### src/rtl/core/assert_macros.svh
// ----------------------------------------------------------------------------
// Assertion macros
// Shared concurrent assertion shorthands, clocked on clk_i, off during reset.
// ----------------------------------------------------------------------------
`ifndef ASSERT_MACROS_SVH
`define ASSERT_MACROS_SVH

// Property that must hold at every clock edge outside reset.
`define ASSERT_ALWAYS(lbl, prop, msg) \
  lbl: assert property (@(posedge clk_i) disable iff (!rst_ni) (prop)) \
    else $error(msg);

// Antecedent in one cycle implies consequent in the next.
`define ASSERT_NEXT(lbl, ante, cons, msg) \
  lbl: assert property (@(posedge clk_i) disable iff (!rst_ni) (ante) |=> (cons)) \
    else $error(msg);

`endif

### src/rtl/core/pts_pkg.sv
// ----------------------------------------------------------------------------
// pts_pkg
// Types and constants of the periodic topic scheduler.
// ----------------------------------------------------------------------------
`default_nettype none

package pts_pkg;

  localparam int unsigned TIME_W   = 32;
  localparam int unsigned PERIOD_W = 31;
  localparam int unsigned TOPIC_W  = 8;

  // Input command codes
  typedef enum logic [1:0] {
    KIND_SUBSCRIBE   = 2'd0,
    KIND_UNSUBSCRIBE = 2'd1,
    KIND_UNKNOWN     = 2'd2,
    KIND_TICK        = 2'd3
  } kind_e;

  // Result kinds
  localparam logic RES_ACK = 1'b0;
  localparam logic RES_DUE = 1'b1;

  // Sequencer states
  typedef enum logic [2:0] {
    ST_IDLE,
    ST_READ,
    ST_DIFF,
    ST_CMP,
    ST_EMIT,
    ST_FLUSH
  } state_e;

  // Table write controls
  typedef struct packed {
    logic subscribe;
    logic unsubscribe;
    logic fire;
  } tbl_wr_t;

endpackage

`default_nettype wire

### src/rtl/core/pts_table.sv
// ----------------------------------------------------------------------------
// pts_table
// Subscription table: enable flags in flops, period and fired time in memory.
// ----------------------------------------------------------------------------
`default_nettype none

module pts_table #(
  parameter int unsigned TOPICS = 16,
  parameter int unsigned IDX_W  = 4
) (
  input  wire logic                          clk_i,
  input  wire logic                          rst_ni,
  input  wire pts_pkg::tbl_wr_t              wr_i,
  input  wire logic [IDX_W-1:0]              wr_addr_i,
  input  wire logic [pts_pkg::PERIOD_W-1:0]  period_i,
  input  wire logic [pts_pkg::TIME_W-1:0]    now_i,
  input  wire logic [IDX_W-1:0]              rd_addr_i,
  output logic                               rd_en_o,
  output logic [pts_pkg::PERIOD_W-1:0]       rd_period_o,
  output logic [pts_pkg::TIME_W-1:0]         rd_fired_o
);

  logic [TOPICS-1:0]                 en_q;
  // Period and fired time only matter once subscribe has written them,
  // since enable is set by that same write.
  logic [pts_pkg::PERIOD_W-1:0]      period_mem [TOPICS];
  logic [pts_pkg::TIME_W-1:0]        fired_mem  [TOPICS];

  always_ff @(posedge clk_i or negedge rst_ni) begin
    if (!rst_ni) begin
      en_q <= '0;
    end else if (wr_i.subscribe) begin
      en_q[wr_addr_i] <= 1'b1;
    end else if (wr_i.unsubscribe) begin
      en_q[wr_addr_i] <= 1'b0;
    end
  end

  always_ff @(posedge clk_i) begin
    if (wr_i.subscribe) begin
      period_mem[wr_addr_i] <= period_i;
      fired_mem[wr_addr_i]  <= '0;
    end else if (wr_i.fire) begin
      fired_mem[wr_addr_i]  <= now_i;
    end
  end

  always_ff @(posedge clk_i) begin
    rd_period_o <= period_mem[rd_addr_i];
    rd_fired_o  <= fired_mem[rd_addr_i];
  end

  assign rd_en_o = en_q[rd_addr_i];

endmodule

`default_nettype wire

### src/rtl/core/periodic_topic_scheduler_top.sv
// ----------------------------------------------------------------------------
// periodic_topic_scheduler_top
// Subscription table with periodic due-topic scan on each millisecond tick.
// ----------------------------------------------------------------------------
// Usage:
//  - Input channel (in_valid_i / in_stall_o) carries subscribe, unsubscribe,
//    unknown-command and tick transactions; output channel (out_valid_o /
//    out_stall_i) returns acknowledges and due-topic results.
//  - Commands: one ack, registered the cycle after acceptance, last_o set.
//    ok_o is 1 only for a known command with topic below TOPICS.
//  - Tick: entries scanned in index order by one shared 33-bit subtractor,
//    used twice per enabled entry (elapsed time, then compare with period).
//    A disabled entry passes only the read step, an enabled one read,
//    difference and compare, plus an emit step per due topic after the
//    first and a flush step if any was due.
//  - Due results trail the scan by one entry so the final one can carry
//    last_o; a tick with nothing due gives no transaction at all.
//  - The input stalls for the whole scan, and while an ack cannot be placed
//    because the output register is full and stalled.
//  - A stalled receiver holds the output register; the scan waits for it.
//  - Reset clears all enable flags and the sequencer; the period and
//    fired-time memories need no clearing since enable guards them.
// ----------------------------------------------------------------------------
`default_nettype none

module periodic_topic_scheduler_top #(
  parameter int unsigned TOPICS = 16
) (
  input  wire logic                          clk_i,
  input  wire logic                          rst_ni,
  input  wire logic                          in_valid_i,
  output logic                               in_stall_o,
  input  wire logic [1:0]                    kind_i,
  input  wire logic [pts_pkg::TOPIC_W-1:0]   topic_i,
  input  wire logic [pts_pkg::PERIOD_W-1:0]  period_ms_i,
  input  wire logic [pts_pkg::TIME_W-1:0]    now_ms_i,
  output logic                               out_valid_o,
  input  wire logic                          out_stall_i,
  output logic                               result_kind_o,
  output logic                               ok_o,
  output logic [pts_pkg::TOPIC_W-1:0]        due_topic_o,
  output logic                               last_o
);

  localparam int unsigned IDX_W = (TOPICS > 1) ? $clog2(TOPICS) : 1;
  localparam logic [IDX_W-1:0] LAST_IDX = IDX_W'(TOPICS - 1);

  pts_pkg::state_e state_q, state_d;

  logic [IDX_W-1:0]                 idx_q, idx_d;
  logic [pts_pkg::TIME_W-1:0]       now_q;
  logic [pts_pkg::TIME_W-1:0]       diff_q;
  logic                             pend_valid_q, pend_valid_d;
  logic [pts_pkg::TOPIC_W-1:0]      pend_topic_q, pend_topic_d;

  logic                             out_valid_q;
  logic                             out_kind_q, out_ok_q, out_last_q;
  logic [pts_pkg::TOPIC_W-1:0]      out_topic_q;

  logic                             out_load;
  logic                             ld_kind, ld_ok, ld_last;
  logic [pts_pkg::TOPIC_W-1:0]      ld_topic;

  logic                             in_acc, out_free, at_last, adv, due, topic_ok;

  pts_pkg::tbl_wr_t                 tbl_wr;
  logic [IDX_W-1:0]                 tbl_wr_addr;
  logic                             rd_en;
  logic [pts_pkg::PERIOD_W-1:0]     rd_period;
  logic [pts_pkg::TIME_W-1:0]       rd_fired;

  // Shared subtractor
  logic [pts_pkg::TIME_W:0]         sub_a, sub_b, sub_res;

  assign in_stall_o = (state_q != pts_pkg::ST_IDLE) || (out_valid_q && out_stall_i);
  assign in_acc     = in_valid_i && !in_stall_o;
  assign out_free   = !out_valid_q || !out_stall_i;
  assign at_last    = (idx_q == LAST_IDX);
  assign topic_ok   = ({1'b0, topic_i} < (pts_pkg::TOPIC_W + 1)'(TOPICS));

  // ST_DIFF: elapsed = now - fired.  ST_CMP: period - elapsed borrows when due.
  always_comb begin
    if (state_q == pts_pkg::ST_DIFF) begin
      sub_a = {1'b0, now_q};
      sub_b = {1'b0, rd_fired};
    end else begin
      sub_a = {2'b00, rd_period};
      sub_b = {1'b0, diff_q};
    end
  end

  assign sub_res = sub_a - sub_b;
  // Negative elapsed time is never due
  assign due     = !diff_q[pts_pkg::TIME_W-1] && sub_res[pts_pkg::TIME_W];

  pts_table #(
    .TOPICS (TOPICS),
    .IDX_W  (IDX_W)
  ) u_table (
    .clk_i       (clk_i),
    .rst_ni      (rst_ni),
    .wr_i        (tbl_wr),
    .wr_addr_i   (tbl_wr_addr),
    .period_i    (period_ms_i),
    .now_i       (now_q),
    .rd_addr_i   (idx_q),
    .rd_en_o     (rd_en),
    .rd_period_o (rd_period),
    .rd_fired_o  (rd_fired)
  );

  // Next state
  always_comb begin
    state_d = state_q;
    unique case (state_q)
      pts_pkg::ST_IDLE: begin
        if (in_acc && (pts_pkg::kind_e'(kind_i) == pts_pkg::KIND_TICK)) begin
          state_d = pts_pkg::ST_READ;
        end
      end
      pts_pkg::ST_READ:  state_d = rd_en ? pts_pkg::ST_DIFF : pts_pkg::ST_READ;
      pts_pkg::ST_DIFF:  state_d = pts_pkg::ST_CMP;
      pts_pkg::ST_CMP: begin
        if (due && pend_valid_q) begin
          state_d = pts_pkg::ST_EMIT;
        end
      end
      pts_pkg::ST_EMIT:  state_d = state_q;
      pts_pkg::ST_FLUSH: begin
        if (out_free) begin
          state_d = pts_pkg::ST_IDLE;
        end
      end
      default:           state_d = pts_pkg::ST_IDLE;
    endcase
    // Step to the next entry, or finish the scan
    if (adv) begin
      if (!at_last) begin
        state_d = pts_pkg::ST_READ;
      end else if (pend_valid_d) begin
        state_d = pts_pkg::ST_FLUSH;
      end else begin
        state_d = pts_pkg::ST_IDLE;
      end
    end
  end

  // Datapath and table control
  always_comb begin
    idx_d        = idx_q;
    pend_valid_d = pend_valid_q;
    pend_topic_d = pend_topic_q;
    out_load     = 1'b0;
    ld_kind      = pts_pkg::RES_ACK;
    ld_ok        = 1'b0;
    ld_topic     = '0;
    ld_last      = 1'b1;
    tbl_wr       = '0;
    tbl_wr_addr  = idx_q;
    adv          = 1'b0;
    unique case (state_q)
      pts_pkg::ST_IDLE: begin
        if (in_acc) begin
          tbl_wr_addr = topic_i[IDX_W-1:0];
          unique case (pts_pkg::kind_e'(kind_i))
            pts_pkg::KIND_SUBSCRIBE: begin
              tbl_wr.subscribe = topic_ok;
              ld_ok            = topic_ok;
              out_load         = 1'b1;
            end
            pts_pkg::KIND_UNSUBSCRIBE: begin
              tbl_wr.unsubscribe = topic_ok;
              ld_ok              = topic_ok;
              out_load           = 1'b1;
            end
            pts_pkg::KIND_UNKNOWN: begin
              out_load = 1'b1;
            end
            pts_pkg::KIND_TICK: begin
              idx_d        = '0;
              pend_valid_d = 1'b0;
            end
            default: ;
          endcase
        end
      end
      pts_pkg::ST_READ: begin
        adv = !rd_en;
      end
      pts_pkg::ST_DIFF: ;
      pts_pkg::ST_CMP: begin
        if (due) begin
          tbl_wr.fire = 1'b1;
          if (!pend_valid_q) begin
            pend_valid_d = 1'b1;
            pend_topic_d = pts_pkg::TOPIC_W'(idx_q);
            adv          = 1'b1;
          end
        end else begin
          adv = 1'b1;
        end
      end
      pts_pkg::ST_EMIT: begin
        if (out_free) begin
          out_load     = 1'b1;
          ld_kind      = pts_pkg::RES_DUE;
          ld_topic     = pend_topic_q;
          ld_last      = 1'b0;
          pend_topic_d = pts_pkg::TOPIC_W'(idx_q);
          adv          = 1'b1;
        end
      end
      pts_pkg::ST_FLUSH: begin
        if (out_free) begin
          out_load     = 1'b1;
          ld_kind      = pts_pkg::RES_DUE;
          ld_topic     = pend_topic_q;
          pend_valid_d = 1'b0;
        end
      end
      default: ;
    endcase
    if (adv && !at_last) begin
      idx_d = IDX_W'(idx_q + 1'b1);
    end
  end

  always_ff @(posedge clk_i or negedge rst_ni) begin
    if (!rst_ni) begin
      state_q      <= pts_pkg::ST_IDLE;
      idx_q        <= '0;
      pend_valid_q <= 1'b0;
      out_valid_q  <= 1'b0;
    end else begin
      state_q      <= state_d;
      idx_q        <= idx_d;
      pend_valid_q <= pend_valid_d;
      out_valid_q  <= out_load || (out_valid_q && out_stall_i);
    end
  end

  always_ff @(posedge clk_i) begin
    pend_topic_q <= pend_topic_d;
    if (in_acc) begin
      now_q <= now_ms_i;
    end
    if (state_q == pts_pkg::ST_DIFF) begin
      diff_q <= sub_res[pts_pkg::TIME_W-1:0];
    end
    if (out_load) begin
      out_kind_q  <= ld_kind;
      out_ok_q    <= ld_ok;
      out_topic_q <= ld_topic;
      out_last_q  <= ld_last;
    end
  end

  assign out_valid_o   = out_valid_q;
  assign result_kind_o = out_kind_q;
  assign ok_o          = out_ok_q;
  assign due_topic_o   = out_topic_q;
  assign last_o        = out_last_q;

`include "assert_macros.svh"

  `ASSERT_ALWAYS(a_pend_only_in_scan,
    !pend_valid_q || (state_q != pts_pkg::ST_IDLE), "pending result outside scan")
  `ASSERT_ALWAYS(a_flush_has_pend,
    (state_q != pts_pkg::ST_FLUSH) || pend_valid_q, "flush without pending result")
  `ASSERT_ALWAYS(a_ack_is_last,
    !out_valid_q || (out_kind_q != pts_pkg::RES_ACK) || (out_last_q && (out_topic_q == '0)),
    "malformed acknowledge")
  `ASSERT_NEXT(a_cmd_acked, in_acc && (kind_i != pts_pkg::KIND_TICK),
    out_valid_o && (result_kind_o == pts_pkg::RES_ACK) && (state_q == pts_pkg::ST_IDLE),
    "command not acknowledged")

endmodule

`default_nettype wire

### config.mk
export PLATFORM = sky130hd
export DESIGN_NAME = periodic_topic_scheduler_top
export DESIGN_NICKNAME = d
export VERILOG_FILES = /design/src/rtl/core/pts_pkg.sv /design/src/rtl/core/pts_table.sv /design/src/rtl/core/periodic_topic_scheduler_top.sv
export VERILOG_INCLUDE_DIRS = /design/src /design/src/rtl/core
export SDC_FILE = /design/constraint.sdc
export NUM_CORES = 1
export LEC_CHECK = 0
export BUFFER_PORTS_ARGS = -buffer_cell sky130_fd_sc_hd__buf_2
export CAP_MARGIN = 10
export CELL_PAD_IN_SITES_DETAIL_PLACEMENT = 0
export CELL_PAD_IN_SITES_GLOBAL_PLACEMENT = 1
export CORE_MARGIN = 10
export CORE_UTILIZATION = 45
export DETAILED_ROUTE_END_ITERATION = 10
export PLACE_DENSITY = 0.72
export SKIP_LAST_GASP = 1
export SYNTH_ARGS = -nofsm -noshare
export SYNTH_HDL_FRONTEND = slang
export SYNTH_SLANG_ARGS = --single-unit
export TNS_END_PERCENT = 30
### constraint.sdc
create_clock -name clk_i -period 6 [get_ports clk_i]
set_input_delay 1.8 -clock clk_i [delete_from_list [all_inputs] [get_ports clk_i]]
set_output_delay 1.8 -clock clk_i [all_outputs]
set_load 0.01 [all_outputs]
Word level (Yosys, flattened, before mapping) --
Memories as Yosys holds them, arrays and structs flattened. A register that Yosys moved wholly into a read port is not among the register bits. Index checks and enable logic that the tools add are counted.
Storage, ports and cells: memories 2, output and inout port bits 13, bits in registers 108, RAM bits 1008, input port bits 77
Operators by class: magnitude comparators 4, eq/ne operators 16, bitwise operators 4, add/sub/neg operators 2, muxes and demuxes 51, reduce and logical (&&, ||, !) cells 32
Memories:
- u_table.fired_mem | depth 16, width 32, rd ports 1, clocked after memory_dff 1, wr ports 1, line pts_table.sv:27 | logic [pts_pkg::TIME_W-1:0] fired_mem [TOPICS];
- u_table.period_mem | depth 16, width 31, rd ports 1, clocked after memory_dff 1, wr ports 1, line pts_table.sv:26 | logic [pts_pkg::PERIOD_W-1:0] period_mem [TOPICS];
Operators with widths (number):
- 32-bit two-way mux | 3
- 33-bit subtractor | 1
- 16-bit two-way mux | 2
- 4-bit two-way mux | 6
- 8-bit two-way mux | 3
- 1-bit two-way mux | 21
- 3-bit two-way mux | 6
- 3-bit one-hot mux with 6 select lines | 1
- 16-bit bitwise AND | 1
- 16-bit inverter | 1
- 16-bit bitwise OR | 1
- 8-bit one-hot mux with 2 select lines | 1
- 4-bit by 5-bit less-than comparator with 1-bit output, second input constant | 2
- 2-bit nonzero test | 5
- 3-bit inequality test, second input constant | 3
- 8-bit by 5-bit less-than comparator with 1-bit output, second input constant | 1
- 2-bit inequality test, second input constant | 4
- 4-bit AND reduction | 2
- 1-bit logical AND | 7
- 3-bit by 2-bit == test with 1-bit output, second input constant | 2
- 3-bit == test, second input constant | 2
- 1-bit zero test | 6
- 2-bit two-way mux | 3
- 1-bit one-hot mux with 3 select lines | 2
- other kinds (18) | 23

Logic depth before layout (Yosys ltp) --
Gate-level depths: netlist of the first run.
depth after elaboration 14, mapped depth 17, mapped depth without buffers 15

By module --
Synthesis of the first run repeated with hierarchy kept, for this count alone.
Second synthesis, totals: cells, all modules 2220, area, all modules 45387.3 um^2
By module, submodules not included:
- pts_table | area each 40103.5 um^2, instances 1, cells an instance 1760
- periodic_topic_scheduler_top | area each 5283.8 um^2, instances 1, cells an instance 460

Worst setup path before layout of the first run --
Ideal clock, no wire load.
path type register to register, from register state_q[0], to memory u_table.fired_mem[13][0] (netlist name) (enable), stages on the path, launching flop included 17, setup time 421 ps, arrival 5891 ps, setup slack -313 ps, cell sequence dfrtp_1 -> nor2_1 -> and2_1 -> clkbuf_1 -> buf_1 -> mux2i_1 -> ha_1 -> clkbuf_1 -> a21o_1 -> a21oi_1 -> o21ai_0 -> a211o_1 -> a31o_2 -> o22ai_2 -> and2_1 -> o21ai_1 -> nor2_1
Between the ends: cells in the longest elaborated chain, start to end 10, elaborated cells between the ends (all ways) 23, classes of those cells add/sub: 1; eq/ne: 2; mux: 13; bitwise: 1; reduce/logical: 6
Ends and longest elaborated chain:
- start: declaration | line periodic_topic_scheduler_top.sv:48 | pts_pkg::state_e state_q, state_d;
- start signal: assignment | line periodic_topic_scheduler_top.sv:230 | state_q <= pts_pkg::ST_IDLE;
- start signal: assignment | line periodic_topic_scheduler_top.sv:235 | state_q <= state_d;
- 3-bit by 2-bit == test with 1-bit output | line periodic_topic_scheduler_top.sv:83 | if (state_q == pts_pkg::ST_DIFF) begin
- 32-bit two-way mux | line periodic_topic_scheduler_top.sv:83
- 33-bit subtractor | line periodic_topic_scheduler_top.sv:92 | assign sub_res = sub_a - sub_b;
- 1-bit logical AND | line periodic_topic_scheduler_top.sv:94 | assign due = !diff_q[pts_pkg::TIME_W-1] && sub_res[pts_pkg::TIME_W];
- 1-bit two-way mux | line periodic_topic_scheduler_top.sv:192 | if (due) begin
- 1-bit two-way mux | line periodic_topic_scheduler_top.sv:161 | unique case (state_q)
- 1-bit two-way mux | line pts_table.sv:43 | end else if (wr_i.fire) begin
- 1-bit two-way mux | line pts_table.sv:40 | if (wr_i.subscribe) begin
- 1-bit two-way mux (implied by the code) | line pts_table.sv:44 | fired_mem[wr_addr_i] <= now_i;
- 1-bit bitwise OR (no line)
- end: declaration | line pts_table.sv:27
Parallel ways exist; a longest one is shown, timed or not.

Worst setup path after layout of the first run --
from register state_q[2], to memory u_table.fired_mem[15][22] (netlist name) (enable)
The elaborated chain is that of the path after synthesis.

==> results, run 1 <==
- Headroom to the max-slew limit came out at 0.208.
- Clock tree synthesis found a total of roughly 1,200 sinks.
- By area the synthesized netlist is led by edfxtp_1 71%, mux4_2 16%, dfxtp_1 2.8%.
- The actual slew at the worst max-slew pin is between 1000 and 1500 ps.
- The worst-case IR drop observed on VDD is between 300 and 400 uV.
- The total track usage is 0.181.
- CTS placed an instance of clkbuf_16 at the clock tree root.
- At the worst endpoint, the required time is roughly 6400 ps.
- The critical path is of the flop to flop type.
- After clock tree synthesis, the repair step resized 0 gates.
- Detailed placement finished with a half-perimeter wire length of 66.2 mm.
- The row count is ~120.
- At the end of routability-driven placement, the weighted congestion stood at between 0.8 and 0.9.
- The H-tree generated during clock tree synthesis spans 3 levels.
- The path type of the worst min-delay path is flop to flop.
- The maximum fanout count along the critical path is 19.
- The die is about 340 um wide.
- The number of buffers on the longest clock path is 3.
- The clock tree from TritonCTS is done.
- The final layout net count is roughly 2,400.
- The most numerous cell in the Yosys netlist is edfxtp_1.
- For this run, global-route usage on met3 was measured as 0.0378.
- The count of pins over their slew limit was 0.
- The number of distinct library cells after synthesis is 61.
- The final worst-path cycle share is 0.912.
- The achievable clock frequency is 183 MHz.
- The post-layout minimum cycle time is around 5500 ps.
- For this run, the number of Yosys warnings is 0.
- The initial core utilization is 0.454.
- The number of antenna violations at the first check in global routing is 9.
- For this run, the share of the core covered by cells in the final layout is 0.515.
- For this run, asynchronously set or reset flops after synthesis account for 0.0213.
- The global-route track usage on met2 is 0.266.
- The combinational family with the most area after synthesis is multiplexers.
- Synthesis handed over a netlist of about 2,100 instances.
- The worst setup path is captured at a flop.
- The number of failing hold endpoints at the final stage is 0.
- The flip-flop cell with the highest count after synthesis is edfxtp_1.
- For the worst setup path, the data arrival time is a little under 6000 ps.
- The synthesized design spends more area on one cell type than any other, namely edfxtp_1.
- The routed via count is 21,700.
- In the routed layout, each cell is associated on average with a via count of 5.88.
- The proportion of netlist area held by the largest area contributor is 0.715.
- The compound-gate portion of the synthesized area is 0.0222.
- The first global-routing pass estimated between 150 and 200 mm of wire.
- For this design, the CTS-stage hold fixing added 0 buffers.
- Of the total synthesized cell area, the portion taken by AND, OR, NAND and NOR gates is 0.0230.
- The tool flagged a number of max-cap violations equal to 0.
- The area of all placed cells without fillers is between 0.05 and 0.06 sq mm.
- The setup violation total in the final timing report is 0.
- Yosys mapped a number of flops with a built-in enable equal to approximately 1,100.
- The total leakage power is about 0.016 uW.
- The fraction of the yosys area taken by sequential cells is 0.756.
- The global-route congestion overflow total is 0.
- Of the total synthesized cell area, the portion taken by XOR and XNOR cells is 0.00404.
- Clock latency on the worst-skew pair, taken at its later pin, is 720 ps.
- The pin count of the biggest net entering global routing is roughly 150.
- The total power divided by cell area is ~450 mW/mm^2.
- The number of DRC markers after the initial detailed-route iteration is about 2,400.
- Before antenna repair, the detailed router went through 7 iterations.
- For this design the top-level I/O count stands at 90.
- The die covers ~0.11 sq mm.
- The number of global-route vias before repair is approximately 22,000.
- The height of the die is ~340 um.
- Setup repair after global routing left no endpoint under its margin.
- The number of buffers added for setup after CTS is 0.
- The total detailed-routing wirelength is slightly above 100 mm.
- After synthesis, the share of cell area in mux cells is 0.174.
- By count the netlist is led by 1,083 x edfxtp_1, 320 x mux4_2, 68 x clkbuf_1.
- The detail route stage leaves a number of antenna-violating nets equal to 0.
- In this run the mean area of a mapped cell was 21.7 sq um.
- The flow ran to the end, and the final reports show no timing, DRC or antenna violations.
- After detailed placement, the total cell area comes to around 0.048 sq mm.
- The fraction of layout instances using a drive strength above 1 is 0.302.
- The routed length per instance is roughly 28 um.
- After detailed routing, the number of remaining DRC violations is 0.
- The area added between synthesis and finish is 13.6%.
- After global routing, the most crowded layer is met1.
- The area of the core region is between 0.1 and 0.15 sq mm.
- In this run, CTS created clock tree buffers numbering 112.
- The share of synthesized cell area in full adder, half adder and majority cells is 0.00951.
- The post-layout total power is around 23,000 uW.
- The clock slew seen by the registers of the worst setup and hold paths is around 70 ps.
- The synthesized design contains about 1,200 register bits.
- Across all hold checks on the routed design, the worst slack comes to between 500 and 600 ps.
- For the final database, setup skew stands at 71.8 ps.
- The number of buffer cells added on primary ports is between 80 and 90.
- For this run, global-route usage on met1 was measured as 0.280.
- The worst setup path is launched from a flop.
- The synthesized area is 0.0455 sq mm.
[worst max-delay path, cell delays in order, from the launching register on]
cell	delay [ps]
dfrtp_1	480
nor2_1	330
and2_4	400
buf_4	300
mux2_2	360
ha_1	330
a21oi_1	230
and4b_1	240
o31a_1	280
o21ai_1	390
a31oi_1	190
o22ai_2	150
and2_1	360
o21ai_1	370
nor2_4	500
buf_12	240
[cell families (layout without fill, tap and decap cells)]
logic type / count (synthesis) / after routing
flops: 1171 / 1171
xor+xnor: 21 / 21
fa+ha+maj: 34 / 34
simple gates: 205 / 205
mux: 389 / 389
compound gates: 153 / 153
other cells: 1 / 5
buf+inv: 120 / 361
[where the power goes]
group	switching [uW]	total, uW	internal, uW
sequential	542	9960	9420
combinational	3430	6420	2990
clock	3060	7060	4000
total	7030	23400	16400
[layer usage]
layer  vias to the layer above  wire (um)
li1                       9064          -
met1                     11700      46300
met2                       821      47500
met3                       109       8040
met4                         0       1590
met5                         -          0
[flip-flops by register name (all words and copies together) (netlist names), 3 cells and up, named ones only]
signal               flops
due_topic_o              4
u_table.period_mem     496
u_table.rd_period_o     31
state_q                  3
u_table.fired_mem      512
idx_q                    4
diff_q                  32
now_q                   32
u_table.rd_fired_o      32
pend_topic_q             4
[cell usage in the layout (no fill, tap or decap), types with 21 or more instances in the layout]
cell type / n
edfxtp_1: 1083
mux4_2: 320
clkbuf_16: 113
buf_2: 85
dfxtp_1: 63
buf_4: 42
and3_1: 39
mux2i_1: 37
o21ai_0: 35
ha_1: 33
mux2_2: 32
nand2_1: 32
nor2_4: 32
clkbuf_1: 32
nor2_1: 31
a21oi_1: 30
a21o_1: 23
dfrtp_1: 21
[metrics by stage]
stage | setup TNS [ps] | std cells | worst slack, ps
finish | 0 | 3696 | 526
global route | 0 | 3695 | 264
CTS | 0 | 3695 | 532
detailed placement | 0 | 3483 | 587
global placement | 0 | 3483 | 712
floorplan | -154900 | 2097 | -313
[path summary, 6_finish.rpt]
check,slack [ps],cells past startpoint,endpoint,startpoint
max,530,15,u_table.fired_mem[15][22],state_q[2]
min,510,2,flop,flop
max reg2reg,530,15,u_table.fired_mem[15][22],state_q[2]
min reg2reg,510,2,flop,flop
max in group asynchronous,4370,1,idx_q[3],rst_ni
min in group asynchronous,1110,1,idx_q[1],rst_ni
[cell type report]
cell class,instances,area [sq um]
fillers,7679,48600
flip-flops and latches,1171,34400
multi-input cells,806,10900
clock buffers,158,3130
well taps,1357,1700
repair buffers,135,901
clock inverters,54,599
inverters,14,52.6
diodes,1,2.50
Note: power is estimated with default switching activity, not from simulation.
==> inputs of run 2 (changes only) <==
Settings changed: BUFFER_PORTS_ARGS -buffer_cell sky130_fd_sc_hd__buf_2 to -buffer_cell sky130_fd_sc_hd__buf_4, CELL_PAD_IN_SITES_DETAIL_PLACEMENT 0 to unset, CELL_PAD_IN_SITES_GLOBAL_PLACEMENT 1 to unset, PLACE_DENSITY 0.72 to 0.66, RECOVER_POWER set to 50.
==> results, run 2 (synthesized netlist as in run 1, its figures left out) <==
- The smallest setup slack after layout is 191 ps (-335 ps).
- The largest registers in the layout are u_table.fired_mem x512, u_table.period_mem x496.
- The worst setup path is captured at a flop.
- Relative to the synthesized area, the layout overhead comes to 13.8%.
- The total power divided by cell area was 448 mW/mm^2 (-1.2%).
- The routed via count is 21,400 (-1.4%).
- The flow ran to the end, but the final reports show violations.
- The final reports fail on capacitance limit, slew limit.
- Setup repair after global routing left no endpoint under its margin.
- The total detailed-routing wirelength is 100 mm (-3.2%).
- The number of buffers on the longest clock path came to 3 (unchanged).
- The clock slew seen by the registers of the worst setup and hold paths is 60 ps (about the same).
- The number of iterations in the first detailed-routing pass is 5 (-2).
- The worst max-slew margin expressed relative to the limit is -1.24 (-1.45).
- The global-route congestion overflow total came to 0 (unchanged).
- The number of buffers inserted during clock tree synthesis is 113 (+0.89%).
- The number of failing hold endpoints at the final stage is 0 (unchanged).
- The residual antenna-violating net count after detailed routing is 0 (unchanged).
- The TritonCTS sink count is 1,171 (unchanged).
- The arrival time at the worst endpoint is 6210 ps (+350 ps).
- The count of cells resized by post-cts repair is 0 (unchanged).
- The max capacitance violation total is 5 (+5).
- The kind of start point of the critical path is a flop.
- The number of vias per cell is 5.79 (-1.6%).
- Counting flops per register, the top entry is u_table.fired_mem.
- The fraction of layout instances using a drive strength above 1 came to 0.276 (-0.0267).
- The setup violation total in the final timing report is 0 (unchanged).
- The height of the die came to 338 um (unchanged).
- The number of buffers added for setup after CTS is 0 (unchanged).
- The routed length per instance is 27.0 um (-3.4%).
- The cts-stage hold buffer count was 0 (unchanged).
- The final layout net count was 2,362 (+0.47%).
- The number of primary I/O pins is 90 (unchanged).
- The worst hold path cell count was 2 (unchanged).
- The data required time of the critical path came to 6400 ps (+20 ps).
- Leaving out fill and tap cells, the most frequent cells in the layout are 1,083 x edfxtp_1, 320 x mux4_2, 119 x clkbuf_16, 84 x clkbuf_1, 63 x dfxtp_1.
- The number of DRC markers after the initial detailed-route iteration is 2,085 (-11%).
- The post-layout minimum cycle time is 5810 ps (+335 ps).
- The post-DP HPWL came to 59.0 mm (-11%).
- The maximum fanout count along the critical path is 22 (+3).
- The number of antenna violations at the first check in global routing is 18 (+9).
- The horizontal die dimension is 338 um (unchanged).
- The count of pins over their slew limit was 148 (+148).
- The achievable clock frequency is 172 MHz (-5.8%).
- The actual slew at the worst max-slew pin is 3360 ps (+2170 ps).
- The number of global-route vias before repair is 22,300 (+2.1%).
- The post-placement worst setup slack is 353 ps (-234 ps).
- The path type of the worst min-delay path is flop to flop.
- TritonCTS built the clock tree.
- Clock tree synthesis selected as its root buffer the cell clkbuf_16.
- The clock latency on the worst-skew pair is 690 ps (-30 ps).
- The flip-flop count of the largest register, all copies and words added is 512 (unchanged).
- The full die area is 0.114 sq mm (unchanged).
- The post-detailed-route DRC marker count is 0 (unchanged).
- The number of levels in the clock H-tree came to 3 (unchanged).
- Leaving out fill and tap cells, the most frequent cell in the layout is edfxtp_1.
- The final core utilization was 0.516 (+0.000886).
- The pin count of the biggest net entering global routing is 166 (+14%).
- The number of buffer cells added on primary ports came to 85 (unchanged).
- The critical setup path kind is flop to flop.
- The final worst-path cycle share is 0.968 (+0.0558).
- The global-route wire length before repair is 149 mm (-2.5%).
- The final clock skew came to 43.9 ps (-27.9 ps).
- The initial core utilization was 0.454 (unchanged).
- The area of the core region came to 0.100 sq mm (unchanged).
- The total leakage power was 0.0162 uW (-0.55%).
- The maximum vdd ir drop came to 476 uV (+20%).
- The number of cells on the worst reg-to-reg path was 15 (unchanged).
- The total track usage is 0.176 (-0.00562).
- The placer congestion estimate is 0.842 (+3.2%).
- The row count was 116 (unchanged).
## run 2: cell count changes in the layout (fill, tap and decap cells not counted), moves of 5 or more
cell,change
clkinv_2,-9
clkbuf_4,+33
clkinv_1,+7
buf_12,+5
clkbuf_8,-8
clkbuf_16,+6
clkbuf_2,+11
buf_2,-85
buf_4,-11
clkbuf_1,+52
## run 2: worst max-delay path: stages (launching register included)
cell	delay (ps)
dfrtp_1	500
nor2_1	390
and2_4	410
buf_4	290
mux2_2	360
ha_1	370
a21oi_1	120
o21ai_0	290
a221oi_1	160
nand3b_1	270
a31oi_1	470
o22ai_4	150
and2_1	230
o21bai_1	900
nor2_4	270
buf_12	280
## run 2: final timing paths
check | startpoint | to | slack (ps)
hold / removal | flop | flop | 520
hold reg to reg | flop | flop | 520
min in group asynchronous | rst_ni | out_valid_o | 1450
setup reg to reg | state_q[2] | u_table.fired_mem[2][24] | 190
max in group asynchronous | rst_ni | idx_q[1] | 3510
setup / recovery | state_q[2] | u_table.fired_mem[2][24] | 190
## run 2: cell type report
cell class,count,area (sq um)
Multi-Input combinational cell,806,10900
Clock buffer,152,3150
Fill cell,7767,48500
Sequential cell,1171,34400
Timing Repair Buffer,145,1020
Antenna cell,3,7.51
Clock inverter,55,562
Tap cell,1357,1700
Inverter,14,52.6
## run 2: stage by stage
stage,setup TNS [ps],hold slack (ps),instances,power [uW],cell area (sq um)
floorplan,-154900,423,2097,14300,45500
global placement,0,485,3493,16200,48300
detailed placement,0,502,3493,16300,48300
CTS,0,517,3700,23400,52100
global route,0,547,3700,24200,51800
finish,0,517,3703,23200,51800
## run 2: routing by layer
layer | routed length [um] | global-route usage | vias to the layer above
met5 | 69 | 0 | -
met4 | 2170 | 0.0435 | 12
met2 | 49400 | 0.286 | 783
li1 | - | - | 9096
met3 | 7700 | 0.0418 | 161
met1 | 40800 | 0.239 | 11400
## run 2: power by group
group	internal (uW)	switching, uW	leakage [uW]
Sequential	9420	487	0.0104
Clock	4070	2990	0.00179
Combinational	3010	3210	0.00402
